**src/hw/rtl/integral_box_lbp_coder_unit_defines.svh**
```systemverilog
// assertion macros for the integral box lbp coder
// used by the top level only, needs nothing else
`ifndef INTEGRAL_BOX_LBP_CODER_UNIT_DEFINES_SVH
`define INTEGRAL_BOX_LBP_CODER_UNIT_DEFINES_SVH

// same-cycle implication, reset masks the check
`define IBL_ASSERT_IMP(name, clk, rst_n, pre, post) \
  name: assert property (@(posedge clk) disable iff (!rst_n) (pre) |-> (post)) \
    else $error("integral box lbp coder: same-cycle check failed");

// next-cycle implication, reset masks the check
`define IBL_ASSERT_NXT(name, clk, rst_n, pre, post) \
  name: assert property (@(posedge clk) disable iff (!rst_n) (pre) |=> (post)) \
    else $error("integral box lbp coder: next-cycle check failed");

`endif

```
**src/hw/rtl/ibl_pkg.sv**
```systemverilog
// shared types, codes and the box corner table of the integral box lbp coder
// no dependencies
`default_nettype none

package ibl_pkg;

  localparam int CoordW = 8;
  localparam int ValueW = 32;
  localparam int StepW  = 5;
  localparam int BoxW   = 3;

  // item commands
  typedef enum logic [1:0] {
    CMD_WRITE  = 2'd0,
    CMD_QUERY4 = 2'd1,
    CMD_QUERY2 = 2'd2,
    CMD_NONE   = 2'd3
  } cmd_e;

  // configuration register indexes
  typedef enum logic [1:0] {
    REG_IMAGE_WIDTH  = 2'd0,
    REG_IMAGE_HEIGHT = 2'd1,
    REG_SPARE2       = 2'd2,
    REG_SPARE3       = 2'd3
  } reg_idx_e;

  // sequencer states
  typedef enum logic [1:0] {
    ST_IDLE = 2'd0,
    ST_READ = 2'd1,
    ST_WAIT = 2'd2
  } seq_state_e;

  // corner coordinate picks: first, middle, doubled middle, last
  typedef enum logic [1:0] {
    CRD_A = 2'd0,
    CRD_M = 2'd1,
    CRD_E = 2'd2,
    CRD_B = 2'd3
  } coord_e;

  typedef struct packed {
    coord_e r0;
    coord_e r1;
    coord_e c0;
    coord_e c1;
  } box_sel_t;

  // read tag, travels with the registered memory data
  typedef struct packed {
    logic            vld;
    logic            first;
    logic            neg;
    logic            last;
    logic            fin;
    logic            mode4;
    logic [BoxW-1:0] box;
  } tag_t;

  // compare stage control
  typedef struct packed {
    logic            vld;
    logic            fin;
    logic            mode4;
    logic [BoxW-1:0] box;
  } cmp_t;

  localparam logic [BoxW-1:0]  BoxFirst  = 3'd0;
  localparam logic [BoxW-1:0]  BoxQuadHi = 3'd4;
  localparam logic [StepW-1:0] LastStep4 = 5'd19;
  localparam logic [StepW-1:0] LastStep2 = 5'd15;

  // rows and columns of each box, in the order the sequencer walks them
  function automatic box_sel_t box_sel(input logic mode4, input logic [BoxW-1:0] box);
    box_sel_t s;
    s = '{r0: CRD_A, r1: CRD_B, c0: CRD_A, c1: CRD_B};
    if (mode4) begin
      unique case (box)
        3'd1:    s = '{r0: CRD_A, r1: CRD_M, c0: CRD_A, c1: CRD_M};
        3'd2:    s = '{r0: CRD_A, r1: CRD_M, c0: CRD_M, c1: CRD_E};
        3'd3:    s = '{r0: CRD_M, r1: CRD_E, c0: CRD_M, c1: CRD_E};
        3'd4:    s = '{r0: CRD_M, r1: CRD_E, c0: CRD_A, c1: CRD_M};
        default: s = '{r0: CRD_A, r1: CRD_B, c0: CRD_A, c1: CRD_B};
      endcase
    end else begin
      unique case (box)
        3'd0:    s = '{r0: CRD_A, r1: CRD_M, c0: CRD_A, c1: CRD_B};
        3'd1:    s = '{r0: CRD_M, r1: CRD_E, c0: CRD_A, c1: CRD_B};
        3'd2:    s = '{r0: CRD_A, r1: CRD_B, c0: CRD_A, c1: CRD_M};
        3'd3:    s = '{r0: CRD_A, r1: CRD_B, c0: CRD_M, c1: CRD_E};
        default: s = '{r0: CRD_A, r1: CRD_B, c0: CRD_A, c1: CRD_B};
      endcase
    end
    return s;
  endfunction

endpackage

`default_nettype wire

```
**src/hw/rtl/ibl_accum.sv**
```systemverilog
// shared add/subtract accumulator, box sum compare and result register
// depends on ibl_pkg
`default_nettype none

module ibl_accum #(
  parameter int SumBits = 32
) (
  input  wire logic                        clk_i,
  input  wire logic                        rst_ni,
  input  wire ibl_pkg::tag_t               tag_i,
  input  wire logic [ibl_pkg::ValueW-1:0]  rdata_i,
  input  wire logic                        bad_i,
  output logic                             fin_o,
  output logic                             done_o,
  output logic      [3:0]                  code_o,
  output logic                             status_o
);

  localparam int CmpW = SumBits + 2;

  logic [SumBits-1:0] acc_q, acc_d;
  logic [SumBits-1:0] ref_q, ref_d;
  logic [3:0]         bits_q, bits_d;
  ibl_pkg::cmp_t      cmp_q, cmp_d;
  logic               done_q;
  logic [3:0]         code_q;
  logic               status_q;

  logic [SumBits-1:0] operand, base;
  logic [CmpW-1:0]    lhs, rhs;
  logic               gt;
  logic               take_ref;
  logic [1:0]         bit_idx;

  // accumulate one corner a cycle, modulo the sum width
  always_comb begin
    operand = SumBits'(rdata_i);
    base    = tag_i.first ? '0 : acc_q;
    acc_d   = acc_q;
    if (tag_i.vld) begin
      acc_d = tag_i.neg ? (base - operand) : (base + operand);
    end
    cmp_d.vld   = tag_i.vld & tag_i.last;
    cmp_d.fin   = tag_i.fin;
    cmp_d.mode4 = tag_i.mode4;
    cmp_d.box   = tag_i.box;
  end

  // compare a finished box sum: quadrant times four against total, or half against half
  always_comb begin
    if (cmp_q.mode4) begin
      lhs      = {acc_q, 2'b00};
      rhs      = {2'b00, ref_q};
      take_ref = (cmp_q.box == ibl_pkg::BoxFirst);
      bit_idx  = 2'(ibl_pkg::BoxQuadHi - cmp_q.box);
    end else begin
      lhs      = {2'b00, ref_q};
      rhs      = {2'b00, acc_q};
      take_ref = ~cmp_q.box[0];
      bit_idx  = {1'b0, ~cmp_q.box[1]};
    end
    gt = lhs > rhs;

    ref_d  = ref_q;
    bits_d = bits_q;
    if (cmp_q.vld) begin
      if (cmp_q.box == ibl_pkg::BoxFirst) begin
        bits_d = '0;
      end
      if (take_ref) begin
        ref_d = acc_q;
      end else begin
        bits_d[bit_idx] = gt;
      end
    end
  end

  assign fin_o = cmp_q.vld & cmp_q.fin;

  // datapath registers
  always_ff @(posedge clk_i) begin
    acc_q  <= acc_d;
    ref_q  <= ref_d;
    bits_q <= bits_d;
    if (bad_i) begin
      code_q   <= '0;
      status_q <= 1'b1;
    end else if (fin_o) begin
      code_q   <= bits_d;
      status_q <= 1'b0;
    end
  end

  // control registers
  always_ff @(posedge clk_i or negedge rst_ni) begin
    if (!rst_ni) begin
      cmp_q  <= '0;
      done_q <= 1'b0;
    end else begin
      cmp_q  <= cmp_d;
      done_q <= bad_i | fin_o;
    end
  end

  assign done_o   = done_q;
  assign code_o   = code_q;
  assign status_o = status_q;

endmodule

`default_nettype wire

```
**config.mk**
```make
export PLATFORM = sky130hd
export DESIGN_NAME = ibl_accum
export DESIGN_NICKNAME = d
export VERILOG_FILES = /design/src/hw/rtl/integral_box_lbp_coder_unit_defines.svh /design/src/hw/rtl/ibl_pkg.sv /design/src/hw/rtl/ibl_accum.sv
export SDC_FILE = /design/constraint.sdc
export NUM_CORES = 1
export LEC_CHECK = 0
export BUFFER_PORTS_ARGS = -buffer_cell sky130_fd_sc_hd__buf_2
export CORE_UTILIZATION = 55
export CTS_BUF_LIST = sky130_fd_sc_hd__clkbuf_16
export DETAILED_ROUTE_END_ITERATION = 7
export MAX_ROUTING_LAYER = met4
export PLACE_DENSITY = 0.76
export SLEW_MARGIN = 20
export SYNTH_ARGS = -nofsm -noshare
export SYNTH_HDL_FRONTEND = slang
export SYNTH_SLANG_ARGS = --single-unit
```
**constraint.sdc**
```tcl
create_clock -name clk_i -period 4.3 [get_ports clk_i]
set_input_delay 0.86 -clock clk_i [delete_from_list [all_inputs] [get_ports clk_i]]
set_output_delay 0.86 -clock clk_i [all_outputs]
set_load 0.1 [all_outputs]
```
==> impl_results.md <==
* # rows at 39
* Nets at 874
* Post_cts resized at 0
* # port buffers at 50
* Synthesized flop and latch total at 80
* Top post-synthesis cells by area: edfxtp_1, ha_1, xnor2_1
* CTS Buf Count at 9
* Yosys top cell area share at 29.28%
* Vias in the first global route at 5,676
* Distinct cells, synth at 71
* Post-CTS Setup Bufs at 0
* Final period utilization at 96.28%
* Critical Path RT at 4380 ps
* Clock root cell: clkbuf_16
* Die Height at 111.2 um
* P&R area growth vs syn at 18.60%
* Synth area leader: edfxtp_1
* Antenna diodes at 0
* Reg clk slew, reported paths at 60 ps
* Fmax achieved at 241.5 MHz
* DR WL/cell at 17.45 um
* Via-to-Cell Ratio at 6.074
* GR Util All Layers at 27.83%
* Clk_skew at 8.252 ps
* Slew @ Worst Pin at 878.2 ps
* Startpoint Class: input pin
* Largest net degree at the start of global routing at 38
* Worst VDD drop at 0.2292 mV
* RePlAce Congestion at 0.9467
* Final setup violation count at 0
* Violated checks: DRC
* Routed vias at 5,533
* Leakage at 3.326 nW
* Sinks on the clock net at 80
* Starting DRC count in detailed routing at 377
* Core ar. at 0.01152 sq mm
* Post-synth ARST share at 8.750%
* Initial Util at 57.00%
* Post-synthesis sequential area ratio at 34.69%
* Antenna viol nets, final at 0
* Die X at 111.2 um
* Routed Wire Length at 15,890 um
* RSZ-0062 raised after global routing: false
* Worst skew pair latency at 340 ps
* Synth Net Count at 761
* Post-placement cell count at 896
* Arr. time, crit path at 4220 ps
* Power Density at 437.9 mW/mm^2
* Crit Path Max Fanout at 4
* Syn Inst Count at 651
* Outcome: finished, violations left
* Clock Tree Buf Depth at 2
* Syn_area_per_cell at 10.08 sq um
* Min cycle time layout at 4140 ps
* Critical path class: in -> reg
* GRT overflow at 0
* Reg area at 0.002278 sq mm
* Number of fill cells at 915
* Hold Crit Class: in -> async
* DR pass1 iterations at 7
* Max-Cap Viols at 0
* Cell area after synthesis at 0.006564 sq mm
* Slew Limit Fails at 0
* Non-Filler Instances at 911
* Layout cell share with drive strength beyond 1 at 25.26%
* CTS H-tree depth at 3
* Final Hold Vio Count at 0
* Post-route cell area at 0.007785 sq mm
* DRC viols at 8
* CTS tree: done
* Most common cell in the netlist: ha_1
* Area of the multi-input gates at 0.004146 sq mm
* DIE AREA at 0.01238 sq mm
* Number of synthesized flops with an enable pin at 64
* Synth warnings at 0
* Placed Instance Area at 0.007457 sq mm
* First-pass GRT wire length at 26,770 um
* Io pins at 51
* HPWL after DPL at 12,150 um
* Initial antenna violation count at 0
* CP endpoint kind: flip-flop
* Synth Flop Type: edfxtp_1
* Hold buffer count at cts at 0
* Post-synth top cells: ha_1, edfxtp_1, nor2_1
* Slew HR at 41.45%
## critical path: stages
cell       delay, ps
buf_2            100
or4_4            550
nor4_4           230
and2_1           240
nor2b_1          150
nor2_1            50
xnor2_1          130
ha_1             340
and3_2           210
nand2_2           60
or4_1            490
or3_4            360
a31oi_4          210
or3_1            130
o2111ai_1        100
## sequential cells by signal, summed over array words and instances (netlist names)
register,flops
bits_q,4
cmp_q,6
code_o,4
done_o,1
ref_q,32
acc_q,32
status_o,1
## report_power, final
| group | internal (mW) | leakage [nW] | switching (mW) |
|---|---|---|---|
| Clock | 0.504 | 0.157 | 0.311 |
| Combinational | 0.684 | 2.41 | 0.730 |
| Sequential | 1.04 | 0.762 | 0.137 |
## path summary, 6_finish.rpt
| path | from | endpoint | slack (ps) | cells after the start |
|---|---|---|---|---|
| max reg2reg | cmp_q[3] | bits_q[1] | 640 | 10 |
| min in group clk_i | status_o | status_o | 450 | 1 |
| max | rdata_i[9] | acc_q[28] | 160 | 15 |
| min reg2reg | status_o | status_o | 450 | 1 |
| min | rst_ni | cmp_q[5] | 340 | 1 |
| max in group asynchronous | rst_ni | cmp_q[3] | 3790 | 1 |
## stage by stage
stage	hold WS (ps)	setup TNS [ps]	power, mW	util, %	setup WS [ps]
after global placement	432.1	-467.8	2.508	64.75	-155.2
final	336.7	0	3.409	67.60	159.8
after detailed placement	439.4	-615.2	2.574	64.75	-181.4
after CTS	333.6	0	3.405	67.46	130.5
after floorplan	422.5	0	2.101	-	3.960
after global routing	330.8	0	3.619	67.60	15.23
## kinds of logic (layout without fill, tap and decap cells)
group / after synthesis / in the layout / synth area share (%)
XOR/XNOR: 56 / 56 / 7.472
buffers and inverters: 45 / 162 / 2.573
multiplexers: 66 / 66 / 10.69
adder cells (fa/ha/maj): 66 / 66 / 12.70
AND/OR/NAND/NOR: 188 / 188 / 15.71
AO/OA/AOI/OAI: 150 / 150 / 16.17
flip-flops: 80 / 80 / 34.69
## layout make-up
class                           instances  share of cell area [%]
Inverter                               29                   1.398
Clock inverter                          6                   1.109
Sequential cell                        80                   29.27
Clock buffer                            9                   2.893
Tap cell                              143                   2.298
Timing Repair Buffer                  118                   9.772
Multi-Input combinational cell        526                   53.26
## routing by layer
layer / part of all wire (%) / track usage, % / vias to the layer above
met5: 0 / - / -
met3: 4.7 / 4.811 / 39
met2: 49 / 47.71 / 164
met1: 43 / 32.32 / 2659
met4: 3.2 / 11.26 / 0
li1: - / - / 2671
## layout by cell type, fill, tap and decap left out, types with 4 or more instances in the layout
master and n:
o21ai_0 22, inv_1 29, clkbuf_16 9, nand2_1 24, o31ai_1 6, a21oi_1 38
or4_1 4, o21a_1 8, a31o_2 5, nor2b_1 39, dfxtp_1 9, nor2_1 50
nor3_1 11, nand4_1 10, nand2b_1 9, buf_2 50, nand3_1 8, xor2_1 10
xnor2_1 46, o211ai_1 5, mux2_2 32, buf_4 68, a211oi_1 9, edfxtp_1 64
dfrtp_1 6, mux2i_1 33, ha_1 65, a31oi_1 8, a21o_1 17
No activity file was read; power rests on OpenSTA's default activity.
