### src/hw/rtl/integral_box_lbp_coder_unit_defines.svh
// assertion macros for the integral box lbp coder
// used by the top level only, needs nothing else
`ifndef INTEGRAL_BOX_LBP_CODER_UNIT_DEFINES_SVH
`define INTEGRAL_BOX_LBP_CODER_UNIT_DEFINES_SVH

// same-cycle implication, reset masks the check
`define IBL_ASSERT_IMP(name, clk, rst_n, pre, post) \
  name: assert property (@(posedge clk) disable iff (!rst_n) (pre) |-> (post)) \
    else $error("integral box lbp coder: same-cycle check failed");

// next-cycle implication, reset masks the check
`define IBL_ASSERT_NXT(name, clk, rst_n, pre, post) \
  name: assert property (@(posedge clk) disable iff (!rst_n) (pre) |=> (post)) \
    else $error("integral box lbp coder: next-cycle check failed");

`endif

### src/hw/rtl/ibl_pkg.sv
// shared types, codes and the box corner table of the integral box lbp coder
// no dependencies
`default_nettype none

package ibl_pkg;

  localparam int CoordW = 8;
  localparam int ValueW = 32;
  localparam int StepW  = 5;
  localparam int BoxW   = 3;

  // item commands
  typedef enum logic [1:0] {
    CMD_WRITE  = 2'd0,
    CMD_QUERY4 = 2'd1,
    CMD_QUERY2 = 2'd2,
    CMD_NONE   = 2'd3
  } cmd_e;

  // configuration register indexes
  typedef enum logic [1:0] {
    REG_IMAGE_WIDTH  = 2'd0,
    REG_IMAGE_HEIGHT = 2'd1,
    REG_SPARE2       = 2'd2,
    REG_SPARE3       = 2'd3
  } reg_idx_e;

  // sequencer states
  typedef enum logic [1:0] {
    ST_IDLE = 2'd0,
    ST_READ = 2'd1,
    ST_WAIT = 2'd2
  } seq_state_e;

  // corner coordinate picks: first, middle, doubled middle, last
  typedef enum logic [1:0] {
    CRD_A = 2'd0,
    CRD_M = 2'd1,
    CRD_E = 2'd2,
    CRD_B = 2'd3
  } coord_e;

  typedef struct packed {
    coord_e r0;
    coord_e r1;
    coord_e c0;
    coord_e c1;
  } box_sel_t;

  // read tag, travels with the registered memory data
  typedef struct packed {
    logic            vld;
    logic            first;
    logic            neg;
    logic            last;
    logic            fin;
    logic            mode4;
    logic [BoxW-1:0] box;
  } tag_t;

  // compare stage control
  typedef struct packed {
    logic            vld;
    logic            fin;
    logic            mode4;
    logic [BoxW-1:0] box;
  } cmp_t;

  localparam logic [BoxW-1:0]  BoxFirst  = 3'd0;
  localparam logic [BoxW-1:0]  BoxQuadHi = 3'd4;
  localparam logic [StepW-1:0] LastStep4 = 5'd19;
  localparam logic [StepW-1:0] LastStep2 = 5'd15;

  // rows and columns of each box, in the order the sequencer walks them
  function automatic box_sel_t box_sel(input logic mode4, input logic [BoxW-1:0] box);
    box_sel_t s;
    s = '{r0: CRD_A, r1: CRD_B, c0: CRD_A, c1: CRD_B};
    if (mode4) begin
      unique case (box)
        3'd1:    s = '{r0: CRD_A, r1: CRD_M, c0: CRD_A, c1: CRD_M};
        3'd2:    s = '{r0: CRD_A, r1: CRD_M, c0: CRD_M, c1: CRD_E};
        3'd3:    s = '{r0: CRD_M, r1: CRD_E, c0: CRD_M, c1: CRD_E};
        3'd4:    s = '{r0: CRD_M, r1: CRD_E, c0: CRD_A, c1: CRD_M};
        default: s = '{r0: CRD_A, r1: CRD_B, c0: CRD_A, c1: CRD_B};
      endcase
    end else begin
      unique case (box)
        3'd0:    s = '{r0: CRD_A, r1: CRD_M, c0: CRD_A, c1: CRD_B};
        3'd1:    s = '{r0: CRD_M, r1: CRD_E, c0: CRD_A, c1: CRD_B};
        3'd2:    s = '{r0: CRD_A, r1: CRD_B, c0: CRD_A, c1: CRD_M};
        3'd3:    s = '{r0: CRD_A, r1: CRD_B, c0: CRD_M, c1: CRD_E};
        default: s = '{r0: CRD_A, r1: CRD_B, c0: CRD_A, c1: CRD_B};
      endcase
    end
    return s;
  endfunction

endpackage

`default_nettype wire

### src/hw/rtl/ibl_seq.sv
// corner read sequencer: walks the boxes of a query, four corners each
// depends on ibl_pkg
`default_nettype none

module ibl_seq #(
  parameter int AddrW = 14
) (
  input  wire logic                        clk_i,
  input  wire logic                        rst_ni,
  input  wire logic                        go_i,
  input  wire logic                        mode4_i,
  input  wire logic [ibl_pkg::CoordW-1:0]  rect_left_i,
  input  wire logic [ibl_pkg::CoordW-1:0]  rect_top_i,
  input  wire logic [ibl_pkg::CoordW-1:0]  rect_right_i,
  input  wire logic [ibl_pkg::CoordW-1:0]  rect_bottom_i,
  input  wire logic [ibl_pkg::CoordW-1:0]  img_w_i,
  input  wire logic                        fin_i,
  output logic                             busy_o,
  output logic      [AddrW-1:0]            rd_addr_o,
  output ibl_pkg::tag_t                    tag_o
);

  localparam int LinW = 2 * ibl_pkg::CoordW + 1;

  ibl_pkg::seq_state_e state_q, state_d;
  logic [ibl_pkg::StepW-1:0]  step_q, step_d;
  logic                       mode4_q;
  logic [ibl_pkg::CoordW-1:0] row_q [4];
  logic [ibl_pkg::CoordW-1:0] col_q [4];
  ibl_pkg::tag_t              tag_q, tag_d;

  logic                       issue;
  logic                       last_step;
  logic [ibl_pkg::BoxW-1:0]   box;
  logic [1:0]                 corner;
  ibl_pkg::box_sel_t          sel;
  ibl_pkg::coord_e            rsel, csel;
  logic [ibl_pkg::CoordW-1:0] row, col;
  logic [LinW-1:0]            lin;
  logic [ibl_pkg::CoordW-1:0] h2, w2, t1, l1;

  // next state
  always_comb begin
    state_d = state_q;
    unique case (state_q)
      ibl_pkg::ST_IDLE: if (go_i) state_d = ibl_pkg::ST_READ;
      ibl_pkg::ST_READ: if (last_step) state_d = ibl_pkg::ST_WAIT;
      ibl_pkg::ST_WAIT: if (fin_i) state_d = ibl_pkg::ST_IDLE;
      default:          state_d = ibl_pkg::ST_IDLE;
    endcase
  end

  // state outputs
  always_comb begin
    issue  = 1'b0;
    busy_o = 1'b1;
    unique case (state_q)
      ibl_pkg::ST_IDLE: busy_o = 1'b0;
      ibl_pkg::ST_READ: issue  = 1'b1;
      ibl_pkg::ST_WAIT: issue  = 1'b0;
      default:          busy_o = 1'b0;
    endcase
  end

  assign last_step = issue &&
                     (mode4_q ? (step_q == ibl_pkg::LastStep4) : (step_q == ibl_pkg::LastStep2));

  // step counter: box in the upper bits, corner in the low two
  always_comb begin
    step_d = step_q;
    if (go_i) begin
      step_d = '0;
    end else if (issue) begin
      step_d = step_q + 1'b1;
    end
  end

  // corner coordinates of the query, fixed while it runs
  always_comb begin
    h2 = (rect_bottom_i - rect_top_i) >> 1;
    w2 = (rect_right_i - rect_left_i) >> 1;
    t1 = rect_top_i - 1'b1;
    l1 = rect_left_i - 1'b1;
  end

  always_ff @(posedge clk_i) begin
    if (go_i) begin
      mode4_q  <= mode4_i;
      row_q[0] <= t1;
      row_q[1] <= t1 + h2;
      row_q[2] <= t1 + {h2[ibl_pkg::CoordW-2:0], 1'b0};
      row_q[3] <= rect_bottom_i - 1'b1;
      col_q[0] <= l1;
      col_q[1] <= l1 + w2;
      col_q[2] <= l1 + {w2[ibl_pkg::CoordW-2:0], 1'b0};
      col_q[3] <= rect_right_i - 1'b1;
    end
  end

  // corner pick: far corner and near corner add, the two mixed ones subtract
  always_comb begin
    box    = step_q[ibl_pkg::StepW-1:2];
    corner = step_q[1:0];
    sel    = ibl_pkg::box_sel(mode4_q, box);
    rsel   = (corner[0] ^ corner[1]) ? sel.r0 : sel.r1;
    csel   = corner[0] ? sel.c0 : sel.c1;
    row    = row_q[rsel];
    col    = col_q[csel];
    lin    = ({{(LinW - ibl_pkg::CoordW){1'b0}}, row} *
              {{(LinW - ibl_pkg::CoordW){1'b0}}, img_w_i}) +
             {{(LinW - ibl_pkg::CoordW){1'b0}}, col};
  end

  assign rd_addr_o = AddrW'(lin);

  // tag lines up with the memory read data
  always_comb begin
    tag_d.vld   = issue;
    tag_d.first = (corner == 2'd0);
    tag_d.neg   = corner[1];
    tag_d.last  = (corner == 2'd3);
    tag_d.fin   = last_step;
    tag_d.mode4 = mode4_q;
    tag_d.box   = box;
  end

  always_ff @(posedge clk_i or negedge rst_ni) begin
    if (!rst_ni) begin
      state_q <= ibl_pkg::ST_IDLE;
      step_q  <= '0;
      tag_q   <= '0;
    end else begin
      state_q <= state_d;
      step_q  <= step_d;
      tag_q   <= tag_d;
    end
  end

  assign tag_o = tag_q;

endmodule

`default_nettype wire

### config.mk
export PLATFORM = sky130hd
export DESIGN_NAME = ibl_seq
export DESIGN_NICKNAME = d
export VERILOG_FILES = /design/src/hw/rtl/integral_box_lbp_coder_unit_defines.svh /design/src/hw/rtl/ibl_pkg.sv /design/src/hw/rtl/ibl_seq.sv
export SDC_FILE = /design/constraint.sdc
export NUM_CORES = 1
export LEC_CHECK = 0
export BUFFER_PORTS_ARGS = -buffer_cell sky130_fd_sc_hd__buf_2
export CORE_ASPECT_RATIO = 2
export CORE_UTILIZATION = 52
export DETAILED_ROUTE_END_ITERATION = 16
export HOLD_SLACK_MARGIN = 0.12
export PLACE_DENSITY = 0.68
export SYNTH_ARGS = -nofsm -noshare
export SYNTH_HDL_FRONTEND = slang
export SYNTH_SLANG_ARGS = --single-unit
### constraint.sdc
create_clock -name clk_i -period 9.36 [get_ports clk_i]
set_input_delay 1.872 -clock clk_i [delete_from_list [all_inputs] [get_ports clk_i]]
set_output_delay 1.872 -clock clk_i [all_outputs]
set_load 0.02 [all_outputs]
==> results summary <==
The first-pass GRT wire length is 25400 um. The number of buffers on the longest clock path came out at 2. The worst setup path is captured at an output port.

The number of register bits inferred by synthesis is 79. The die is 86.1 um wide. The number of synthesis warnings came out at 0. The total die area came out at 14600 um^2.

The transition at the pin with the smallest max-transition slack is 0.928 ns. The quantity of hold-fixing buffers added after cts came out at 0. The run finished with clean final reports.

The final critical-path share of the clock period came out at 93.2%. The initial antenna violation count is 0. The number of filler instances in the final layout is 1163. Clock tree synthesis inserted a total of 9 buffers. Among all flip-flop cells after synthesis, the most frequent one is sky130_fd_sc_hd__edfxtp_1. The worst reg2reg path depth is 6. The post-route minimum period is 8.73 ns. The number of hold violations in the final report was 0. The top cell types in the final layout, fill and taps aside, are 128 x sky130_fd_sc_hd__inv_1, 77 x sky130_fd_sc_hd__ha_1, 68 x sky130_fd_sc_hd__buf_2, 63 x sky130_fd_sc_hd__edfxtp_1.

From synthesis to final layout, the design area changed by 11.5%. For the worst-skew pair, the clock arrives at the later sink with an insertion delay of 0.33 ns. The number of design rule violations left after detail routing is 0.

The final count of pins violating max slew came to 0. The number of nets in the finished design is 946. The number of cell rows came out at 61. The critical path data required time came out at 7.49 ns. Clock-pin slew was measured on the worst setup and hold paths at 0.06 ns. The total of buffers placed on input and output ports is 68. The HPWL after detailed placement is 12800 um.

Along the worst path, the maximum fanout reaches 10. The worst register-to-register path ends at state_q[0]. The post-synth net total came out at 871.

TritonCTS built the clock tree. For this block, the initial DRC count from the detailed router was 146. For this run, asynchronously set or reset flops after synthesis account for 20.3%. Counting distinct cell types in the post-synthesis netlist gives 62. The synthesized design contains 63 enable-type register cells. Using the TritonRoute via totals, the vias-per-cell ratio works out to 5.31.

The repair_antennas step left the layout with diodes totalling 0. The post-CTS setup-driven buffer insertion count came out at 0. The setup TNS came out at 0 ns. Across every metal layer, demand over resource in global routing totals 22.8%. The maximum level of the CTS H-tree came out at 3. The number of global-route vias before repair came out at 5579. Synthesis handed over a netlist of 700 instances. CTS placed an instance of sky130_fd_sc_hd__clkbuf_16 at the clock tree root. Derived from the worst setup path, the maximum achievable clock frequency is 115 MHz. The critical path is of the flip-flop to output port type.

After detailed routing, the average wire length per cell comes to 15.7 um. Measured along the y axis, the die boundary spans 170 um. Setup repair after global routing left no endpoint under its margin. The number of setup violations in the final report came out at 0.

After synthesis, flip-flops and latches occupy 31.2% of the total area. The tightest min-delay check is of the flip-flop to flip-flop type. The worst relative slew slack is 38.0%. For this configuration, the core starts out at a cell density of 53.2%. The total detailed-routing wirelength came out at 15200 um.

The netlist area before placement is 7350 um^2. The number of violations of the max-capacitance limit came out at 0. The via total after detailed routing is 5144. The count of nets left with antenna violations once routing finished came out at 0.

Data arrives at the worst endpoint at 6.85 ns. The hold path depth came out at 0. The count of instances resized after the clock tree is built came out at 0. The tree built by TritonCTS fans out to 79 sinks.

The first TritonRoute pass finished after 5 iterations. The area of the placeable core came out at 13800 um^2. The final RePlAce weighted congestion came out at 0.882. The pin count of the biggest net entering global routing is 70.

The share of final-layout standard cells stronger than drive strength 1 came out at 14.1%. STA classifies the critical path startpoint as a flip-flop. The overall overflow remaining after global route is 0. The origin of the worst min-delay path is step_q[1]. The post-synthesis average cell area came out at 10.5 um^2.

The commonest non-fill, non-tap cell in the layout is sky130_fd_sc_hd__inv_1. The register-to-register setup slack is 7.52 ns. The largest clock skew in the final design is 0.00340 ns.

The I/O pin total is 69. In this run the critical register-to-register path is launched from step_q[2]. The path with the worst hold slack has its endpoint at tag_o[6].
==> worst max path at each step <==
stage	start	endpoint	depth (start not counted)
floorplan	img_w_i[1]	rd_addr_o[12]	16
global route	step_q[0]	rd_addr_o[13]	21
finish	step_q[0]	rd_addr_o[13]	22
global placement	step_q[2]	rd_addr_o[13]	21
CTS	step_q[0]	rd_addr_o[13]	22
detailed placement	step_q[0]	rd_addr_o[13]	22
==> per-stage QoR <==
stage	cell area (um^2)	std cells	worst slack (ns)	hold slack (ns)	utilization, %
final	8200	969	0.635	0.482	59.4
after global placement	7910	953	1.05	0.428	57.3
after floorplan	7350	700	1.37	0.379	-
after global routing	8200	969	0.272	0.505	59.4
after detailed placement	7910	953	0.946	0.454	57.3
after CTS	8200	969	0.567	0.482	59.4
==> critical path: stages (launching register included) <==
cell and delay [ns]:
sky130_fd_sc_hd__dfrtp_1 0.45, sky130_fd_sc_hd__inv_1 0.10, sky130_fd_sc_hd__ha_1 0.49, sky130_fd_sc_hd__a211oi_2 0.80, sky130_fd_sc_hd__mux2i_1 0.20, sky130_fd_sc_hd__o21ai_2 0.32
sky130_fd_sc_hd__nand2_1 0.14, sky130_fd_sc_hd__fa_1 0.47, sky130_fd_sc_hd__fa_1 0.54, sky130_fd_sc_hd__inv_1 0.04, sky130_fd_sc_hd__ha_1 0.26, sky130_fd_sc_hd__inv_1 0.05
sky130_fd_sc_hd__fa_1 0.52, sky130_fd_sc_hd__inv_1 0.04, sky130_fd_sc_hd__ha_1 0.32, sky130_fd_sc_hd__nor2b_1 0.14, sky130_fd_sc_hd__o21ai_0 0.22, sky130_fd_sc_hd__a21boi_0 0.16
sky130_fd_sc_hd__o21ai_0 0.24, sky130_fd_sc_hd__a21oi_1 0.15, sky130_fd_sc_hd__a31oi_1 0.27, sky130_fd_sc_hd__xnor3_1 0.44, sky130_fd_sc_hd__buf_2 0.17
==> final cells by class <==
class	count	area (um^2)	share of cell area, %
clock buffer	11	264	3.22
sequential	79	2290	28.0
timing repair buffer	72	370	4.52
clock inverter	5	27.5	0.336
tap	189	236	2.88
multi-input combinational	485	4530	55.2
inverter	128	480	5.86
==> cells in the mapped netlist, drive strengths merged (2+ instances only) <==
| cell | n | area, um^2 |
|---|---|---|
| ha | 77 | 963 |
| o31ai | 3 | 22.5 |
| edfxtp | 63 | 1890 |
| nor2b | 11 | 68.8 |
| a21oi | 34 | 189 |
| nand4 | 4 | 25.0 |
| a311o | 2 | 20.0 |
| mux4 | 7 | 180 |
| a21boi | 3 | 22.5 |
| a2111oi | 2 | 17.5 |
| xnor2 | 52 | 489 |
| nor2 | 35 | 131 |
| a211oi | 6 | 65.1 |
| a21o | 12 | 90.1 |
| mux2i | 12 | 124 |
| o21bai | 6 | 45.0 |
| nor3 | 8 | 45.0 |
| nand2b | 4 | 25.0 |
| nand4b | 3 | 41.3 |
| dfrtp | 16 | 400 |
| o21a | 5 | 37.5 |
| a31oi | 3 | 33.8 |
| and2 | 38 | 238 |
| buf | 7 | 47.5 |
| inv | 128 | 480 |
| nand2 | 40 | 158 |
| nand3b | 2 | 15.0 |
| nor3b | 2 | 15.0 |
| o21ai | 17 | 88.8 |
| nand3 | 8 | 40.0 |
| or3b | 2 | 20.0 |
| fa | 49 | 981 |
| xor2 | 21 | 184 |
| nor4 | 5 | 31.3 |
==> flip-flops by register name, indices dropped and copies added, names as in the netlist <==
| name | count |
|---|---|
| col_q | 31 |
| step_q | 5 |
| mode4_q | 1 |
| state_q | 2 |
| row_q | 31 |
| tag_o | 9 |
==> per-layer routing <==
| metal | GRT usage (%) | part of all wire (%) | vias up | wire (um) |
|---|---|---|---|---|
| met2 | 47.9 | 62 | 97 | 9380 |
| li1 | - | - | 2498 | - |
| met4 | 9.71 | 3.3 | 0 | 500 |
| met5 | 0 | 0 | - | 0 |
| met1 | 20.4 | 33 | 2513 | 4960 |
| met3 | 2.91 | 2.2 | 36 | 329 |
==> cells by family after synthesis <==
logic type                 synth area share, %
buffers and inverters                     7.23
DFF                                       31.2
and+or+nand+nor                           12.4
xor gates and xnor gates                  9.46
adders and majority gates                 26.4
muxes                                     4.13
AOI/OAI and AO/OA                         9.15
Power is not shown: default switching activity piles up to over one toggle a cycle in this logic, so the estimate is an artifact.
